File: src/hdl/bbr_div_cell.sv
// One restoring-division cell: resolves one quotient bit and hands on.
`timescale 1ns / 1ps

module bbr_div_cell #(
   parameter int NUM_W = 24,
   parameter int DEN_W = 24,
   parameter int SB_W  = 1
) (
   input  logic             clock,
   input  logic             reset,
   input  logic             advance,
   input  logic [DEN_W-1:0] den,
   input  logic             in_valid,
   input  logic [DEN_W-1:0] in_rem,
   input  logic [NUM_W-1:0] in_qn,
   input  logic [SB_W-1:0]  in_sb,
   output logic             out_valid,
   output logic [DEN_W-1:0] out_rem,
   output logic [NUM_W-1:0] out_qn,
   output logic [SB_W-1:0]  out_sb
);

   logic [DEN_W:0]   trial;
   logic [DEN_W:0]   diff;
   logic             ge;
   logic [DEN_W-1:0] rem_in;
   logic             valid_ff;
   logic [DEN_W-1:0] rem_ff;
   logic [NUM_W-1:0] qn_ff;
   logic [SB_W-1:0]  sb_ff;

   // qn holds the unconsumed dividend bits on top and the quotient below
   assign trial  = {in_rem, in_qn[NUM_W-1]};
   assign diff   = trial - {1'b0, den};
   assign ge     = trial >= {1'b0, den};
   assign rem_in = ge ? diff[DEN_W-1:0] : trial[DEN_W-1:0];

   always_ff @(posedge clock) begin
      if (reset) begin
         valid_ff <= 1'b0;
      end else if (advance) begin
         valid_ff <= in_valid;
      end
   end

   always_ff @(posedge clock) begin
      if (advance) begin
         rem_ff <= rem_in;
         qn_ff  <= {in_qn[NUM_W-2:0], ge};
         sb_ff  <= in_sb;
      end
   end

   assign out_valid = valid_ff;
   assign out_rem   = rem_ff;
   assign out_qn    = qn_ff;
   assign out_sb    = sb_ff;

endmodule

File: src/hdl/bbr_div.sv
// Pipelined divider: a row of division cells, one quotient bit per cell.
`timescale 1ns / 1ps

module bbr_div #(
   parameter int NUM_W = 24,
   parameter int DEN_W = 24,
   parameter int SB_W  = 1
) (
   input  logic             clock,
   input  logic             reset,
   input  logic             advance,
   input  logic [DEN_W-1:0] den,
   input  logic             in_valid,
   input  logic [NUM_W-1:0] in_num,
   input  logic [SB_W-1:0]  in_sb,
   output logic             out_valid,
   output logic [NUM_W-1:0] out_quot,
   output logic [DEN_W-1:0] out_rem,
   output logic [SB_W-1:0]  out_sb
);

   logic             v  [0:NUM_W];
   logic [DEN_W-1:0] r  [0:NUM_W];
   logic [NUM_W-1:0] qn [0:NUM_W];
   logic [SB_W-1:0]  sb [0:NUM_W];

   assign v[0]  = in_valid;
   assign r[0]  = '0;
   assign qn[0] = in_num;
   assign sb[0] = in_sb;

   for (genvar i = 0; i < NUM_W; i++) begin : g_cell
      bbr_div_cell #(
         .NUM_W (NUM_W),
         .DEN_W (DEN_W),
         .SB_W  (SB_W)
      ) u_cell (
         .clock     (clock),
         .reset     (reset),
         .advance   (advance),
         .den       (den),
         .in_valid  (v[i]),
         .in_rem    (r[i]),
         .in_qn     (qn[i]),
         .in_sb     (sb[i]),
         .out_valid (v[i+1]),
         .out_rem   (r[i+1]),
         .out_qn    (qn[i+1]),
         .out_sb    (sb[i+1])
      );
   end

   assign out_valid = v[NUM_W];
   assign out_quot  = qn[NUM_W];
   assign out_rem   = r[NUM_W];
   assign out_sb    = sb[NUM_W];

endmodule

File: config.mk
export PLATFORM = sky130hd
export DESIGN_NAME = bbr_div
export DESIGN_NICKNAME = d
export VERILOG_FILES = /design/src/hdl/bbr_div_cell.sv /design/src/hdl/bbr_div.sv
export SDC_FILE = /design/constraint.sdc
export NUM_CORES = 2
export LEC_CHECK = 0
export ABC_AREA = 1
export BUFFER_PORTS_ARGS = -buffer_cell sky130_fd_sc_hd__buf_4
export CORE_MARGIN = 2
export CORE_UTILIZATION = 50
export DETAILED_ROUTE_END_ITERATION = 8
export GPL_TIMING_DRIVEN = 0
export PLACE_DENSITY = 0.66
export SYNTH_ARGS = -nofsm -noshare
export SYNTH_HDL_FRONTEND = slang
export SYNTH_SLANG_ARGS = --single-unit
File: constraint.sdc
create_clock -name clock -period 6.75 [get_ports clock]
set_clock_uncertainty 0.05 [all_clocks]
set_input_delay 0.675 -clock clock [delete_from_list [all_inputs] [get_ports clock]]
set_output_delay 0.675 -clock clock [all_outputs]
set_load 0.1 [all_outputs]
==> metrics.txt <==
status=finished clean; GR Overflow Total=0; endpoints failing hold=0; peak supply drop=0.325 mV; largest family of logic cells by synthesized area=simple AND/OR/NAND/NOR gates; Startpoint Class=input port; final wirelength=268 mm; root buffer cell=clkbuf_16; Detail Placement HPWL=202 mm; commonest non-fill, non-tap cell in the layout=nand2_1; Worst Setup End Kind=flip-flop; Final period util=56.7%; post-synthesis mux area share=0%; worst-path fanout max=25; FF+latch count, synth=1,200; ys flop type=edfxtp_1; first-pass GRT wire length=406 mm; Synth Area in Adders=8.43%; Layout area overhead=10.5%; Mapped Avg Cell Area=7.31 um^2; Max Root-Sink Buffers=3; die height=423 um; core box area=174,000 um^2; fin area=roughly 97,000 um^2; Tmin final=3.83 ns; port buffer count=about 100; largest net degree at the start of global routing=around 190; simple-gate share of the synthesized area=35.5%; Slew @ Worst Pin=roughly 1.2 ns; row cnt=153; FFs w/ async S/R, synth=0%; wire length per cell=18.2 um; Compound-Gate Fraction of Synth Area=2.19%; fin nets=12.9k; clk slew on worst S/H paths=0.06 ns; DR iter-0 viols=6,558; RD Place Congestion=0.949; dpl ws=2.15 ns; Skew-Pair Late Insertion Delay=0.82 ns; fmax=261 MHz; Vias=77.2k; EDFF count, synth=1,176; TritonCTS buffer count=roughly 140; vias in the first global route=72.3k; initial antenna violation count=10; headroom to the max-slew limit=21.0%; total negative setup slack=0 ns; 1st-pass router iterations=8; Syn Nets=about 13k; Resize count post-CTS=0; Area after DPL=just over 90,000 um^2; gr usage total=29.4%; Pleak=between 50 and 60 nW; H-tree depth=4; Min-Delay Path Class=in2reg; TritonCTS clock tree=yes; unrepaired setup endpoints after global routing=false; Worst Setup Path Type=in2reg; Synth warnings=0; DRT antenna net count=0; DIE WIDTH=between 400 and 500 um; synth top area cells=edfxtp_1 (40%), nand2_1 (22%), inv_1 (9.1%); maxcap violations=0; final std cells w/o fill=14.7k; clock sink count=1,200; mapped cell area=87,700 um^2; ratio of cells with drive above 1 in the final layout=5.81%; Yosys top cell by area=edfxtp_1; unique cell type count in the Yosys netlist=39; fin worst setup slack=2.92 ns; max-slew violations=0; Worst EP arrival=4.31 ns; Power Dens Cells=455 nW/um^2; # placed instances=between 10k and 15k; most frequent cells in the layout=nand2_1 (5,092), inv_1 (2,097), edfxtp_1 (1,176), nor2_1 (695), nand4_1 (689); top cell type's share of synthesized area=40.3%; reg-to-reg slack, setup=3.96 ns; vias per cell=5.24; post-synthesis sequential area ratio=40.8%; # DRC=0; final setup vio count=0; Synth Instances=12.0k; hold_ws=0.0798 ns; die area=179,000 um^2; post-synthesis xor/xnor area fraction=2.52%; required time worst endpoint=about 7.2 ns; starting density of the core=50.4%; num ports=103
per-layer routing:
layer | vias to the layer above | global-route usage (%) | routed length (um)
met5 | - | 0 | 54
li1 | 39000 | - | -
met4 | 8 | 14.9 | 15100
met3 | 620 | 4.30 | 17000
met2 | 2500 | 49.5 | 126000
met1 | 35100 | 36.8 | 110000
state kept, by name (all words and copies together) (netlist names):
| signal | flops |
|---|---|
| g_cell.u_cell.out_sb | 24 |
| g_cell.u_cell.out_qn | 576 |
| g_cell.u_cell.out_rem | 576 |
| g_cell.u_cell.out_valid | 24 |
final cells by class:
class                   count  area (um^2)
diodes                      1         2.50
plain buffers             193         1210
clock buffers             157         3540
clock inverters            92          975
fillers                 16500        77100
inverters                2151         8110
multi-input cells        8449        42600
flip-flops and latches   1200        35800
well taps                2325         2910
repair buffers            155         1750
through the flow:
step | total power (W) | util, %
6_report | 0.0441 | 55.7
5_1_grt | 0.0476 | 55.7
4_1_cts | 0.0440 | 55.7
3_5_place_dp | 0.0364 | 53.0
3_3_place_gp | 0.0362 | 52.5
2_1_floorplan | 0.0293 | -
worst paths after layout:
check             cells past startpoint                                 endpoint                                    start
setup reg to reg                      9  g_cell[20].u_cell.out_rem[22]$_DFFE_PP_  g_cell[19].u_cell.out_rem[18]$_DFFE_PP_
hold reg to reg                       0    g_cell[17].u_cell.out_qn[6]$_DFFE_PP_    g_cell[16].u_cell.out_qn[5]$_DFFE_PP_
hold / removal                        3  g_cell[0].u_cell.out_valid$_SDFFE_PP0P_                                 in_valid
setup / recovery                     13   g_cell[5].u_cell.out_rem[16]$_DFFE_PP_                                   den[1]
worst max-delay path: stages:
cell     delay (ns)
buf_4          0.83
inv_2          0.61
buf_12         0.35
ha_1           0.36
nand2_1        0.08
nor2_1         0.05
nand3_1        0.08
nand3_1        0.21
nand3_2        0.24
nand3_2        0.22
buf_6          0.22
nand2_1        0.10
nand2_1        0.14
logic make-up after synthesis:
| family | Yosys count |
|---|---|
| simple gates | 7301 |
| flops | 1200 |
| fa+ha+maj | 577 |
| xor+xnor | 252 |
| buf+inv | 2344 |
| compound gates | 319 |
report_power, final:
| group | total [W] | switching, W | internal, W | leakage (nW) |
|---|---|---|---|---|
| combinational | 0.0238 | 0.0161 | 0.00766 | 36.1 |
| clock | 0.00747 | 0.00309 | 0.00438 | 2.19 |
| sequential | 0.0128 | 0.00163 | 0.0112 | 11.8 |
| total | 0.0441 | 0.0208 | 0.0233 | 50.1 |
Yosys cell counts (all sizes together) (5+ instances only):
master	count
a21oi	283
and2	22
buf	161
clkbuf	32
clkinv	5
dfxtp	24
edfxtp	1176
fa	23
ha	554
inv	2146
nand2	5095
nand3	618
nand3b	33
nand4	702
nor2	728
nor3	86
o21a	24
o21ai	7
or2	11
xnor2	27
xor2	225
what timing repair did:
action / CTS / global route
buffers inserted: 0 / 0
endpoints found under the hold margin: 28 / 0
hold buffers: 25 / 0
Power figures use the tool's default switching activity.
